### src/hdl/sasb_pkg.sv
// package for the scaled alpha sprite blitter
// shared constants, codes and the item type carried down the pipeline
// no dependencies
`timescale 1ns / 1ps
`default_nettype none

package sasb_pkg;

    localparam int SCREEN_WIDTH  = 640;
    localparam int SCREEN_HEIGHT = 480;
    localparam int SPRITE_TEXELS = 4096;
    localparam int TEX_AW        = $clog2(SPRITE_TEXELS);

    localparam int DIV_STEPS = 7;
    localparam int NUM_W     = 18;
    localparam int ADDR_W    = 14;

    localparam logic [1:0] MODE_LOAD    = 2'd0;
    localparam logic [1:0] MODE_BLEND   = 2'd1;
    localparam logic [1:0] MODE_MIRROR  = 2'd2;
    localparam logic [1:0] MODE_IGNORED = 2'd3;

    localparam logic [2:0] CFG_DEST_LEFT     = 3'd0;
    localparam logic [2:0] CFG_DEST_TOP      = 3'd1;
    localparam logic [2:0] CFG_DEST_WIDTH    = 3'd2;
    localparam logic [2:0] CFG_DEST_HEIGHT   = 3'd3;
    localparam logic [2:0] CFG_SPRITE_WIDTH  = 3'd4;
    localparam logic [2:0] CFG_SPRITE_HEIGHT = 3'd5;
    localparam logic [2:0] CFG_ALPHA_GAIN    = 3'd6;

    localparam logic [9:0]  GAIN_RESET   = 10'd256;
    localparam logic [7:0]  MIN_ALPHA    = 8'd10;
    localparam logic [17:0] WEIGHT_CLIP  = 18'd65281;
    localparam logic [16:0] Q16_ONE      = 17'h10000;
    localparam logic [7:0]  OPAQUE_ALPHA = 8'hFF;

    typedef struct packed {
        logic                blend;
        logic                mirror;
        logic                load;
        logic                keep;
        logic signed [12:0]  sx;
        logic signed [12:0]  sy;
        logic [11:0]         tidx;
        logic [31:0]         word;
    } t_item;

endpackage

`default_nettype wire

### src/hdl/sasb_blend.sv
// alpha weight and channel blend, ends in the output register
// depends on sasb_pkg
`timescale 1ns / 1ps
`default_nettype none

module sasb_blend (
    input  wire logic            i_clk,
    input  wire logic            i_rst_n,
    input  wire logic            i_ce,
    input  wire logic            i_valid,
    input  wire sasb_pkg::t_item i_item,
    input  wire logic [31:0]     i_texel,
    input  wire logic [9:0]      i_alpha_gain,
    output logic                 o_valid,
    output logic signed [12:0]   o_screen_x,
    output logic signed [12:0]   o_screen_y,
    output logic [31:0]          o_new_pixel,
    output logic                 o_write_enable
);
    import sasb_pkg::*;

    logic               r_v1, r_v2, r_v3;
    logic               r_k1, r_k2, r_k3;
    logic signed [12:0] r_sx1, r_sx2, r_sx3, r_sy1, r_sy2, r_sy3;
    logic [23:0]        r_src1, r_src2, r_dst1, r_dst2;
    logic [17:0]        r_p;
    logic [16:0]        r_w, r_inv;
    logic [24:0]        r_pd [3];
    logic [24:0]        r_ps [3];
    logic [16:0]        n_w;
    logic [24:0]        sum [3];

    always_comb begin
        if (r_p >= WEIGHT_CLIP) begin
            n_w = Q16_ONE;
        end else begin
            n_w = 17'(r_p + ((r_p + 18'd1 + (r_p >> 8)) >> 8));
        end
        for (int c = 0; c < 3; c++) begin
            sum[c] = r_pd[c] + r_ps[c];
        end
    end

    always_ff @(posedge i_clk) begin
        if (!i_rst_n) begin
            r_v1    <= 1'b0;
            r_v2    <= 1'b0;
            r_v3    <= 1'b0;
            o_valid <= 1'b0;
        end else if (i_ce) begin
            r_v1    <= i_valid;
            r_v2    <= r_v1;
            r_v3    <= r_v2;
            o_valid <= r_v3;
        end
    end

    always_ff @(posedge i_clk) begin
        if (i_ce) begin
            r_p    <= 18'(i_texel[31:24]) * 18'(i_alpha_gain);
            r_k1   <= i_item.keep && (i_texel[31:24] >= MIN_ALPHA);
            r_sx1  <= i_item.sx;
            r_sy1  <= i_item.sy;
            r_src1 <= i_texel[23:0];
            r_dst1 <= i_item.word[23:0];

            r_w    <= n_w;
            r_inv  <= Q16_ONE - n_w;
            r_k2   <= r_k1;
            r_sx2  <= r_sx1;
            r_sy2  <= r_sy1;
            r_src2 <= r_src1;
            r_dst2 <= r_dst1;

            for (int c = 0; c < 3; c++) begin
                r_pd[c] <= 25'(r_dst2[c*8 +: 8]) * 25'(r_inv);
                r_ps[c] <= 25'(r_src2[c*8 +: 8]) * 25'(r_w);
            end
            r_k3  <= r_k2;
            r_sx3 <= r_sx2;
            r_sy3 <= r_sy2;

            o_screen_x     <= r_sx3;
            o_screen_y     <= r_sy3;
            o_write_enable <= r_k3;
            o_new_pixel    <= r_k3 ? {OPAQUE_ALPHA, sum[2][23:16], sum[1][23:16],
                                      sum[0][23:16]} : 32'd0;
        end
    end

endmodule

`default_nettype wire

### config.mk
export PLATFORM = sky130hd
export DESIGN_NAME = sasb_blend
export DESIGN_NICKNAME = d
export VERILOG_FILES = /design/src/hdl/sasb_pkg.sv /design/src/hdl/sasb_blend.sv
export SDC_FILE = /design/constraint.sdc
export NUM_CORES = 2
export LEC_CHECK = 0
export CAP_MARGIN = 15
export CORE_MARGIN = 1.5
export CORE_UTILIZATION = 45
export CTS_CLUSTER_DIAMETER = 200
export CTS_CLUSTER_SIZE = 30
export DETAILED_ROUTE_END_ITERATION = 6
export DONT_BUFFER_PORTS = 1
export PLACE_DENSITY = 0.71
export SLEW_MARGIN = 5
export SYNTH_ARGS = -nofsm -noshare
export SYNTH_HDL_FRONTEND = slang
export SYNTH_SLANG_ARGS = --single-unit
export TNS_END_PERCENT = 20
### constraint.sdc
create_clock -name i_clk -period 5.11 [get_ports i_clk]
set_clock_uncertainty 0.05 [all_clocks]
set_input_delay 1.022 -clock i_clk [delete_from_list [all_inputs] [get_ports i_clk]]
set_output_delay 1.022 -clock i_clk [all_outputs]
set_load 0.1 [all_outputs]
* Word level (Yosys, flattened, before mapping)
Memory sizes are Yosys's and may differ from the RTL's. Index checks and enable logic that the tools add are counted.
Cells by class: $add $sub $neg 7, multipliers 7, magnitude comparators 2, multiplexer cells 4, reduce and logical (&&, ||, !) cells 1
Operators with widths (number):
- $mul A8 B17 Y25 | 6
- $add A24 B24 Y24 | 3
- $mux W32 | 1
- $add A18 B1 Y18 const B | 1
- $add A18 B10 Y18 | 1
- $ge A18 B16 Y1 const B | 1
- $mul A8 B10 Y18 | 1
- $add A17 B10 Y17 | 1
- $mux W17 | 1
- $sub A17 B17 Y17 const A | 1
- $ge A8 B4 Y1 const B | 1
- $mux W1 | 2
- $logic_and A1 B1 Y1 | 1
Word-level totals: bits in registers 292, memory bits (writable) 150, input bits 120, output and inout port bits 60, logic and storage cells 48, memories 2
Memories:
- r_pd | words 3, width 25, rd ports 3, clocked after memory_dff 0, write ports 3, RTL line sasb_blend.sv:28 | logic [24:0] r_pd [3];
- r_ps | words 3, width 25, rd ports 3, clocked after memory_dff 0, write ports 3, RTL line sasb_blend.sv:29 | logic [24:0] r_ps [3];

* Depth between registers and ports, before layout
depth in word-level cells 5, gate-level depth with buffers 20, mapped depth without buffers 18

* Least setup slack after synthesis
Ideal clock, no wire load.
kind in2reg, start point input port i_texel[26], end point register r_p[16] (data pin), library setup time 0.258 ns, arrival time 4.690 ns, required time 4.802 ns, slack 0.112 ns, stages 15, buffers on the path 1, path through clkbuf_1 > and2_1 > fa_1 > inv_1 > fa_1 > inv_1 > fa_1 > fa_1 > ha_1 > a21o_1 > a31oi_1 > o211ai_1 > a31o_2 > a21oi_1 > xnor2_1
On the way: longest elaborated chain between the ends 1
RTL lines:
- from (decl) | RTL line sasb_blend.sv:12 | input wire logic [31:0] i_texel,
- $mul A8 B10 Y18 | RTL line sasb_blend.sv:60 | r_p <= 18'(i_texel[31:24]) * 18'(i_alpha_gain);
- to (signal assigned) | RTL line sasb_blend.sv:60
- to (decl) | RTL line sasb_blend.sv:26 | logic [17:0] r_p;
No other way between the ends. A chain may end at the register's enable or synchronous reset.

==> results.json <==
{
  "status": "complete, no violations",
  "design_area_sq_mm": 0.04741,
  "finalHoldViolCount": 0,
  "yosys.area.top_type_share": 0.2929,
  "synth_edf_count": 423,
  "met3_usage": 0.02428,
  "drv_slew": 0,
  "cts.sinks": 427,
  "syn-mean-instance-area_sq_um": 10.74,
  "ys.flop_type": "edfxtp_1",
  "layout_min_cycle_time_ns": 5.071,
  "via_per_inst": 5.206,
  "dp_hpwl_um": 74900,
  "initial_utilization": 0.4551,
  "slowest_stage": "fa_1",
  "rsz0062_at_grt": "yes",
  "global_route.peak_usage_layer": "met2",
  "tritoncts": "built",
  "io_buffer_count": 0,
  "rows": 113,
  "antenna_found_initial": 7,
  "place_area_sq_mm": 0.04636,
  "cts.clk_slew.worst_paths_ns": 0.14,
  "wirelength_um": 95560,
  "crit_type": "register to register",
  "die-area_sq_mm": 0.09824,
  "syn2layout_area_growth_pct": 9.331,
  "die_height_um": 313.4,
  "synth_cell_type_count": 69,
  "relSlewSlack": 0.3502,
  "grt_pass1_wl_um": 155700,
  "slowest_delay_ns": 0.59,
  "ys_seq_area_frac": 0.2947,
  "max-cap-violations": 0,
  "worst_slew_pin_slew_ns": 0.9733,
  "period_share": 0.9924,
  "start_kind": "register",
  "netlist_area_sq_mm": 0.04337,
  "wl_per_cell_um": 17.57,
  "cts_root_buffer": "clkbuf_16",
  "grt_pass1_vias": 30150,
  "numCtsBuffers": 18,
  "fmax_mhz": 197.2,
  "ys_async_sr_fraction": 0,
  "cp-end-kind": "register",
  "yosysTopAreaCell": "edfxtp_1",
  "grt_overflow": 0,
  "setup_viol": 0,
  "io_pins": 180,
  "netlist_top_cells_area": "edfxtp_1 29%, fa_1 27%, ha_1 11%",
  "core_area_sq_mm": 0.09529,
  "die_x_um": 313.4,
  "drt_iter0_drc": 1553,
  "cp_common_cell": "fa_1",
  "synth_seq_cells": 427,
  "ant_nets": 0,
  "cp.arrival_ns": 5.39,
  "drive_gt1_frac": 0.08579,
  "grtUsageMet2": 0.3505,
  "yosys_warnings": 0,
  "worstPathRequired_ns": 5.43,
  "htree_levels": 1,
  "gp_congestion": 0.8644,
  "drt_pass1_iterations": 5,
  "grt_util_all_layers": 0.1981,
  "synth_fp_nets": 5127,
  "clock_latency_ns": 0.64,
  "cts_max_path_buffers": 3,
  "holdCritPathClass": "register to register",
  "final_net_count": 5256,
  "path_max_fanout": 7,
  "grt_max_degree": 428,
  "filler_cell_count": 8546,
  "vias": 28320,
  "gr-usage-met1": 0.2477,
  "drc_errors": 0,
  "syn_inst": 4039,
  "path_cells": "buf_6 -> buf_6 -> and2_4 -> fa_1 -> fa_1 -> fa_1 -> fa_1 -> ha_2 -> or2_4 -> nor4_4 -> a21oi_4 -> o211ai_1 -> nand3_1 -> a31o_2 -> a21oi_2 -> xnor2_1"
}
==> synth_stat cells, drive strengths merged (6+ instances only) <==
cell and count:
clkbuf 133, nand2 377, o2111ai 6, fa 583, or3 14, nor2b 27, a31o 7, a211o 9
a211oi 20, o21bai 12, buf 13, nand4 21, ha 385, nor4 12, o31a 7, o21ai 60
nor2 112, edfxtp 423, a21oi 119, and3 16, o21a 29, o211ai 16, mux2i 8, nor3 40
a31oi 11, a21o 48, or2 12, xnor2 141, xor2 49, nand2b 24, inv 612, nand3 35
and2 594
==> repair_timing <==
item,CTS,global route
resized for setup,6,71
hold buffers,0,0
endpoints found under the setup margin,8,39
pin swaps,2,39
setup buffers,2,16
==> cell usage in the layout (no fill, tap or decap), types with 16 or more instances in the layout <==
cell	n
ha_1	377
buf_12	17
nand2_1	377
nor2b_1	27
xnor2_1	141
clkbuf_16	18
nor2_1	111
nand3_1	34
o211ai_1	16
a21o_1	48
inv_1	612
nand2b_1	24
a21oi_1	110
o21a_1	28
buf_4	226
fa_1	579
and2_1	590
o21ai_0	52
xor2_1	49
nand4_1	21
edfxtp_1	423
nor3_1	37
==> worst paths after layout <==
path	start	end	slack, ns	depth (start not counted)
worst max-delay path	r_w[3]	r_ps[0][73]	0.04	16
worst min-delay path	r_sy3[5]	o_screen_y[5]	0.35	0
worst max register to register	r_w[3]	r_ps[0][73]	0.04	16
worst min register to register	r_sy3[5]	o_screen_y[5]	0.35	0
==> cell families (layout without fill, tap and decap cells) <==
group / Yosys count / after routing / synth area share
xor gates and xnor gates: 190 / 190 / 0.03837
AOI/OAI and AO/OA: 384 / 384 / 0.05869
and+or+nand+nor: 1303 / 1303 / 0.1590
DFF: 427 / 427 / 0.2947
adders and majority gates: 968 / 968 / 0.3802
muxes: 9 / 9 / 0.002106
buffers and inverters: 758 / 892 / 0.06685
other: 0 / 2 / 0
==> state kept, by name, summed over array words and instances (netlist names), 13 cells and up <==
signal / count
r_p: 18
r_inv: 16
r_dst1: 24
r_sx3: 13
r_ps: 72
r_sy1: 13
r_sy3: 13
o_screen_y: 13
r_src1: 24
r_dst2: 24
r_sy2: 13
o_screen_x: 13
o_new_pixel: 25
r_src2: 24
r_sx1: 13
r_w: 17
r_pd: 72
r_sx2: 13
==> worst max-delay path: cells and delay by family, from the launching register on <==
kind                     cells  cell delay, ns
XOR/XNOR                     1            0.08
AO/OA/AOI/OAI                4            0.72
flip-flops                   1            0.51
AND/OR/NAND/NOR              4            0.92
adder cells (fa/ha/maj)      5            2.24
buffers and inverters        2            0.29
==> routing by layer <==
layer	routed length (um)	vias to the layer above
met4	3808	8
met1	39920	14320
met3	4092	158
met2	47690	605
li1	-	13230
met5	57	-
==> area by class of cell <==
cell class                 instances  area, sq um  area share
inverter                         612         2297     0.04845
sequential                       427        12780      0.2696
clock buffer                      22        475.5     0.01003
multi-input combinational       2854        28030      0.5911
clock inverter                     3        53.80    0.001135
antenna                            2        5.005   0.0001056
timing repair buffer             255         2188     0.04616
tap                             1265         1583     0.03338
==> metrics by stage <==
stage          instances  utilization  setup slack, ns  hold slack (ns)   TNS, ns
2_1_floorplan       4039            -           0.1124           0.3503         0
3_3_place_gp        5395       0.4865         -0.05770           0.3507  -0.09331
3_5_place_dp        5395       0.4865         -0.06631           0.3545   -0.1010
4_1_cts             5422       0.4924         -0.01790           0.3512  -0.01790
5_1_grt             5438       0.4975          -0.1659           0.3439    -1.211
6_report            5440       0.4975          0.03877           0.3538         0
Power is not shown: default switching activity piles up to over one toggle a cycle in this logic, so the estimate is an artifact.
