[src/hdl/sasb_pkg.sv]
// package for the scaled alpha sprite blitter
// shared constants, codes and the item type carried down the pipeline
// no dependencies
`timescale 1ns / 1ps
`default_nettype none

package sasb_pkg;

    localparam int SCREEN_WIDTH  = 640;
    localparam int SCREEN_HEIGHT = 480;
    localparam int SPRITE_TEXELS = 4096;
    localparam int TEX_AW        = $clog2(SPRITE_TEXELS);

    localparam int DIV_STEPS = 7;
    localparam int NUM_W     = 18;
    localparam int ADDR_W    = 14;

    localparam logic [1:0] MODE_LOAD    = 2'd0;
    localparam logic [1:0] MODE_BLEND   = 2'd1;
    localparam logic [1:0] MODE_MIRROR  = 2'd2;
    localparam logic [1:0] MODE_IGNORED = 2'd3;

    localparam logic [2:0] CFG_DEST_LEFT     = 3'd0;
    localparam logic [2:0] CFG_DEST_TOP      = 3'd1;
    localparam logic [2:0] CFG_DEST_WIDTH    = 3'd2;
    localparam logic [2:0] CFG_DEST_HEIGHT   = 3'd3;
    localparam logic [2:0] CFG_SPRITE_WIDTH  = 3'd4;
    localparam logic [2:0] CFG_SPRITE_HEIGHT = 3'd5;
    localparam logic [2:0] CFG_ALPHA_GAIN    = 3'd6;

    localparam logic [9:0]  GAIN_RESET   = 10'd256;
    localparam logic [7:0]  MIN_ALPHA    = 8'd10;
    localparam logic [17:0] WEIGHT_CLIP  = 18'd65281;
    localparam logic [16:0] Q16_ONE      = 17'h10000;
    localparam logic [7:0]  OPAQUE_ALPHA = 8'hFF;

    typedef struct packed {
        logic                blend;
        logic                mirror;
        logic                load;
        logic                keep;
        logic signed [12:0]  sx;
        logic signed [12:0]  sy;
        logic [11:0]         tidx;
        logic [31:0]         word;
    } t_item;

endpackage

`default_nettype wire

[src/hdl/sasb_divider.sv]
// pipelined restoring divider, one quotient bit per stage
// depends on sasb_pkg
`timescale 1ns / 1ps
`default_nettype none

module sasb_divider (
    input  wire logic                      i_clk,
    input  wire logic                      i_ce,
    input  wire logic [sasb_pkg::NUM_W-1:0] i_num,
    input  wire logic [11:0]               i_den,
    output logic [sasb_pkg::DIV_STEPS-1:0] o_quo
);
    import sasb_pkg::*;

    logic [NUM_W-1:0]     r_rem [DIV_STEPS];
    logic [DIV_STEPS-1:0] r_quo [DIV_STEPS];
    logic [NUM_W-1:0]     n_rem [DIV_STEPS];
    logic [DIV_STEPS-1:0] n_quo [DIV_STEPS];

    always_comb begin
        logic [NUM_W-1:0]     rem_in;
        logic [DIV_STEPS-1:0] quo_in;
        logic [NUM_W:0]       diff;
        for (int s = 0; s < DIV_STEPS; s++) begin
            rem_in = (s == 0) ? i_num : r_rem[(s == 0) ? 0 : s - 1];
            quo_in = (s == 0) ? '0 : r_quo[(s == 0) ? 0 : s - 1];
            diff = {1'b0, rem_in} - (NUM_W'(i_den) << (DIV_STEPS - 1 - s));
            if (!diff[NUM_W]) begin
                n_rem[s] = diff[NUM_W-1:0];
                n_quo[s] = quo_in | (DIV_STEPS'(1) << (DIV_STEPS - 1 - s));
            end else begin
                n_rem[s] = rem_in;
                n_quo[s] = quo_in;
            end
        end
    end

    always_ff @(posedge i_clk) begin
        if (i_ce) begin
            for (int s = 0; s < DIV_STEPS; s++) begin
                r_rem[s] <= n_rem[s];
                r_quo[s] <= n_quo[s];
            end
        end
    end

    assign o_quo = r_quo[DIV_STEPS-1];

endmodule

`default_nettype wire

[config.mk]
export PLATFORM = sky130hd
export DESIGN_NAME = sasb_divider
export DESIGN_NICKNAME = d
export VERILOG_FILES = /design/src/hdl/sasb_pkg.sv /design/src/hdl/sasb_divider.sv
export SDC_FILE = /design/constraint.sdc
export NUM_CORES = 1
export LEC_CHECK = 0
export ABC_AREA = 1
export BUFFER_PORTS_ARGS = -buffer_cell sky130_fd_sc_hd__buf_2
export CORE_ASPECT_RATIO = 0.8
export CORE_UTILIZATION = 64
export DETAILED_ROUTE_END_ITERATION = 8
export GPL_TIMING_DRIVEN = 0
export PLACE_DENSITY = 0.86
export SYNTH_ARGS = -nofsm -noshare
export SYNTH_HDL_FRONTEND = slang
export SYNTH_SLANG_ARGS = --single-unit
[constraint.sdc]
create_clock -name i_clk -period 2.6 [get_ports i_clk]
set_clock_uncertainty 0.2 [all_clocks]
set_input_delay 0.39 -clock i_clk [delete_from_list [all_inputs] [get_ports i_clk]]
set_output_delay 0.39 -clock i_clk [all_outputs]
set_load 0.1 [all_outputs]
; ---- Yosys cells after proc, flatten, opt, wreduce, memory -nomap -nowiden
; Memory sizes are Yosys's and may differ from the RTL's.
; Cells that the tools add are included.
[totals]
wordCells = 25
mem_bits_rw = 175
ff_bits = 0
output_inout_bits = 7
mem_count = 2
[op_classes]
mux = 16
addsub = 7
[memory_table]
columns = memory, depth, width, read_ports, rd_ports_with_merged_regs, wr, line
row1 = r_rem, 7, 18, 6, 0, 7, sasb_divider.sv:15  ; logic [NUM_W-1:0] r_rem [DIV_STEPS];
row2 = r_quo, 7, 7, 7, 0, 7, sasb_divider.sv:16  ; logic [DIV_STEPS-1:0] r_quo [DIV_STEPS];
[op_table]
columns = op, count
row1 = $mux 18, 7
row2 = $sub 18x12->19, 1
row3 = $sub 18x13->19, 1
row4 = $sub 18x14->19, 1
row5 = $sub 18x15->19, 1
row6 = $sub 18x16->19, 1
row7 = $sub 18x17->19, 1
row8 = $sub 18x18->19, 1
row9 = $mux 7, 1
row10 = $mux 6, 1
row11 = $mux 5, 1
row12 = $mux 4, 1
row13 = $mux 1, 3
row14 = $mux 3, 1
row15 = $mux 2, 1

; ---- Logic depth before layout (Yosys ltp)
[logic_depth]
ltp_word = 2
depth_mapped = 14
mapped_depth_nobuf = 13

; ---- Least setup slack after synthesis
; OpenSTA, ideal clock, no wires.
[synth_timing]
kind = input to register
startpoint = input i_num[6] (netlist bit)
endpoint = memory r_rem[0][10], data pin
setup_ps = 256
n_path_buf = 1
cell_stages = 10
path_slack_ps = 350
arrival_time_ps = 1794
t_required_ps = 2144
path_cell_list = inv_1 -> ha_1 -> fa_1 -> inv_1 -> nand3_1 -> nand3_1 -> nand3_2 -> nand3_4 -> buf_6 -> o21ai_1
[synth_lines]
columns = element, line
row1 = from (decl), sasb_divider.sv:9  ; input wire logic [sasb_pkg::NUM_W-1:0] i_num,
row2 = to (decl), sasb_divider.sv:15

==> Implementation_results.wiki <==
{| class="wikitable"
! Metric !! Value
|-
| Post-Synth Adder-Cell Area || 0.1114
|-
| Initial antenna violation count || 0
|-
| Detailed-routed wire length on met2 || ~11 mm
|-
| Post-route antenna net violation count || 0
|-
| Total detailed-routing wirelength || roughly 26 mm
|-
| Antenna cell count || 0
|-
| Post-synthesis net count || between 1,000 and 1,500
|-
| Detailed-route wire length on metal 1 || around 11 mm
|-
| Clock latency on the worst-skew pair || around 0.43 ns
|-
| Slew of the pin with the lowest slew margin || 0.7112 ns
|-
| Summed area of non-filler cells in the final layout || between 10,000 and 15,000 sq um
|-
| Synthesized area || between 10,000 and 15,000 sq um
|-
| Pre-antenna DRT Iters || 6
|-
| Count of pins over their slew limit || 0
|-
| Worst-case headroom to the max-slew limit || 0.5254
|-
| Crit path max fanout || 10
|-
| Register bit total from synthesis || between 100 and 150
|-
| Global-route wire length before repair || around 41 mm
|-
| Status || completed
|-
| Multiplexer fraction of the synthesized cell area || 0
|-
| Class of the most critical setup path || input pin to flip-flop
|-
| Number of hold-slack violations in the final timing report || 0
|-
| Startpoint class of the critical path || input pin
|-
| Critical path capture point type || flip-flop
|-
| Largest net degree at the start of global routing || about 110
|-
| Leakage || approximately 5.7 nW
|-
| Placeable core region || between 15,000 and 20,000 sq um
|-
| 1st-iter DRT viols || a little under 900
|-
| Area added between synthesis and finish || 11.28%
|-
| Cells after synthesis || 1,367
|-
| Clk root buf || clkbuf_16
|-
| PwrDens || slightly below 900 nW/um^2
|-
| Post-detail-place hpwl || 19.11 mm
|-
| Clk sinks || 136
|-
| Number of H-tree levels || 4
|-
| Finish-stage setup viols || 0
|-
| Number of violations of the max-capacitance limit || 0
|-
| Initial core utilization || 0.6581
|-
| Post-detailed-route DRC marker count || 0
|-
| Area fraction in and, or, nand and nor cells after synthesis || 0.3183
|-
| Leftover overflow at the end of global routing || 0
|-
| Min cycle time layout || between 2 and 3 ns
|-
| Maximum frequency from static timing analysis || 396.0 MHz
|-
| Count of buffers from port buffering || 38
|-
| Post-Synth XOR/XNOR Area || 0.02864
|-
| Number of global-route vias before repair || approximately 8,600
|-
| Longest Clk Path Bufs || 2
|-
| Unrepaired setup endpoints after global routing || no
|-
| Final core utilization || 0.7323
|-
| Post-route clock period utilization || 0.9713
|-
| Highest metal layer with signal wires || met4
|-
| Final routed wire length divided by cell count || between 15 and 20 um
|-
| Proportion of layout cells with a drive suffix above 1 || 0.1002
|-
| Mean number of vias per cell || between 5 and 6
|-
| Number of standard cells in the layout, taps in and fillers out || about 1,700
|-
| Total via count after detailed routing || about 9,000
|-
| Critical Path RT || 2.58 ns
|-
| CTS tree || yes
|-
| Worst min-delay path category || input pin to flip-flop
|-
| Synth unique cells || 37
|-
| Die extent in x || between 100 and 150 um
|-
| Average cell area after synthesis || roughly 7.6 sq um
|-
| Maximum vdd ir drop || 0.0006061 V
|-
| Clock-pin transition on the worst setup and hold timing paths || around 0.06 ns
|-
| Boundary Pins || 39
|-
| Number of placement rows || roughly 40
|-
| Weighted congestion reported at the end of routability-driven placement || ~0.93
|-
| Full die area || 16,760 sq um
|-
| Clock buffer count from CTS || 17
|-
| Post-synthesis sequential area ratio || 0.3928
|-
| GRT Total Usage || 0.3303
|-
| Synth Area in Compound Gates || 0.05692
|-
| Met3 routed wirelength || 2.567 mm
|-
| Die boundary height || between 100 and 150 um
|-
| # nets final || ~1,600
|-
| Arrival time at the worst endpoint || approximately 2.5 ns
|-
| Instance area at placement || ~11,000 sq um
|-
| Cell Count Post-Placement || 1,621
|-
| Count of synthesis-stage warnings from yosys || 0
|-
| Dominant combinational cell family by area after synthesis || simple AND/OR/NAND/NOR gates
|}
-- report_power, final --
part / switching, mW / internal [mW] / leakage [nW]
registers: 0.329 / 3.16 / 1.31
clock network: 0.989 / 1.33 / 0.275
logic: 2.89 / 1.61 / 4.15
total: 4.21 / 6.10 / 5.74
-- Yosys cell counts, drive strengths merged --
| cell | n | area share |
|---|---|---|
| nand2 | 505 | 0.19 |
| inv | 226 | 0.082 |
| edfxtp | 136 | 0.39 |
| nand3 | 121 | 0.063 |
| nor2 | 93 | 0.035 |
| ha | 83 | 0.10 |
| a21oi | 44 | 0.025 |
| o21ai | 42 | 0.025 |
| nand4 | 30 | 0.018 |
| xor2 | 25 | 0.021 |
| nor3 | 11 | 0.0063 |
| buf | 10 | 0.010 |
| xnor2 | 9 | 0.0076 |
| and2 | 7 | 0.0042 |
| fa | 6 | 0.012 |
| o21bai | 6 | 0.0043 |
| or2 | 4 | 0.0024 |
| nand3b | 2 | 0.0014 |
| o21a | 2 | 0.0014 |
| a21boi | 1 | 0.00072 |
| and3 | 1 | 0.00060 |
| nor2b | 1 | 0.00060 |
| nor3b | 1 | 0.00072 |
| o211ai | 1 | 0.00072 |
-- registers in the layout (all words and copies together), names as in the netlist --
| signal | count |
|---|---|
| r_quo | 28 |
| r_rem | 108 |
-- area by class of cell --
| type | instances | area, sq um |
|---|---|---|
| multi-input cells | 995 | 5368 |
| fillers | 1269 | 4230 |
| flip-flops and latches | 136 | 4084 |
| inverters | 226 | 854.6 |
| clock buffers | 17 | 425.4 |
| repair buffers | 48 | 321.6 |
| well taps | 215 | 269.0 |
| clock inverters | 15 | 142.6 |
| plain buffers | 10 | 105.1 |
-- kinds of logic (layout without fill, tap and decap cells) --
group	count (synthesis)	count (layout)
AOI/OAI and AO/OA	96	96
buffers and inverters	236	316
xor gates and xnor gates	34	34
adders and majority gates	89	89
and+or+nand+nor	776	776
DFF	136	136
-- placed cells by master, fill, tap and decap left out, types with 3 or more instances in the layout --
cell type      synthesis  routed
nor3_1                 9       9
edfxtp_1             136     136
nand3_1              115     115
clkbuf_16              0      17
fa_1                   6       5
nand4_1               30      30
nand2_2               10       9
ha_1                  83      83
a21oi_2               11      11
nand2_4                3       4
dlygate4sd3_1          0       6
xnor2_1                9       9
buf_4                  2       4
o21ai_1               16      16
or2_2                  4       4
nor2_2                 4       5
nand3_2                4       4
inv_1                218     217
inv_6                  0       6
clkinv_4               0       4
clkinvlp_4             0       3
o21ai_2                9       9
buf_2                  0      36
o21ai_0               16      16
nor2_1                89      88
xor2_1                25      25
o21bai_1               6       6
inv_2                  7       7
nand2_1              492     492
buf_6                  8       9
a21oi_1               33      33
and2_1                 7       7
-- per-layer routing --
| metal | GRT usage | vias up |
|---|---|---|
| met5 | 0 | - |
| met4 | 0.1123 | 0 |
| met3 | 0.08636 | 60 |
| met2 | 0.5199 | 392 |
| li1 | - | 4566 |
| met1 | 0.4437 | 4135 |
-- repair_timing --
action,4_1_cts,5_1_grt
buffers inserted,0,3
endpoints found under the hold margin,6,0
gates resized for setup,0,5
hold buffers,6,0
endpoints found under the setup margin,0,33
-- path summary, 6_finish.rpt --
| path | slack (ns) | startpoint | depth (start not counted) | end |
|---|---|---|---|---|
| hold / removal | 0.13 | i_num[16] | 3 | r_rem[0][16]$_DFFE_PP_ |
| hold reg to reg | 0.22 | r_quo[4][3]$_DFFE_PP_ | 0 | r_quo[5][3]$_DFFE_PP_ |
| setup reg to reg | 0.11 | r_rem[1][4]$_DFFE_PP_ | 12 | r_rem[2][13]$_DFFE_PP_ |
| setup / recovery | 0.07 | i_den[10] | 10 | r_rem[0][16]$_DFFE_PP_ |
-- worst max-delay path: stages --
cell and delay, ns:
buf_2 0.10, inv_1 0.48, ha_1 0.43, nand2_2 0.11
inv_1 0.05, a21oi_2 0.41, nand3_4 0.19, buf_6 0.19
nand3_1 0.09, nand2_1 0.06
-- metrics by stage --
step	hold slack (ns)	total power [mW]	setup TNS, ns	worst slack [ns]
floorplan	0.2003	6.774	0	0.3502
detailed placement	0.2052	7.853	-18.04	-0.3447
CTS	0.1093	10.22	0	0.07948
global route	0.1203	11.05	0	0.004600
finish	0.1300	10.31	0	0.07474
global placement	0.2010	7.707	-90.69	-0.5629
(Power assumes the default switching activity.)
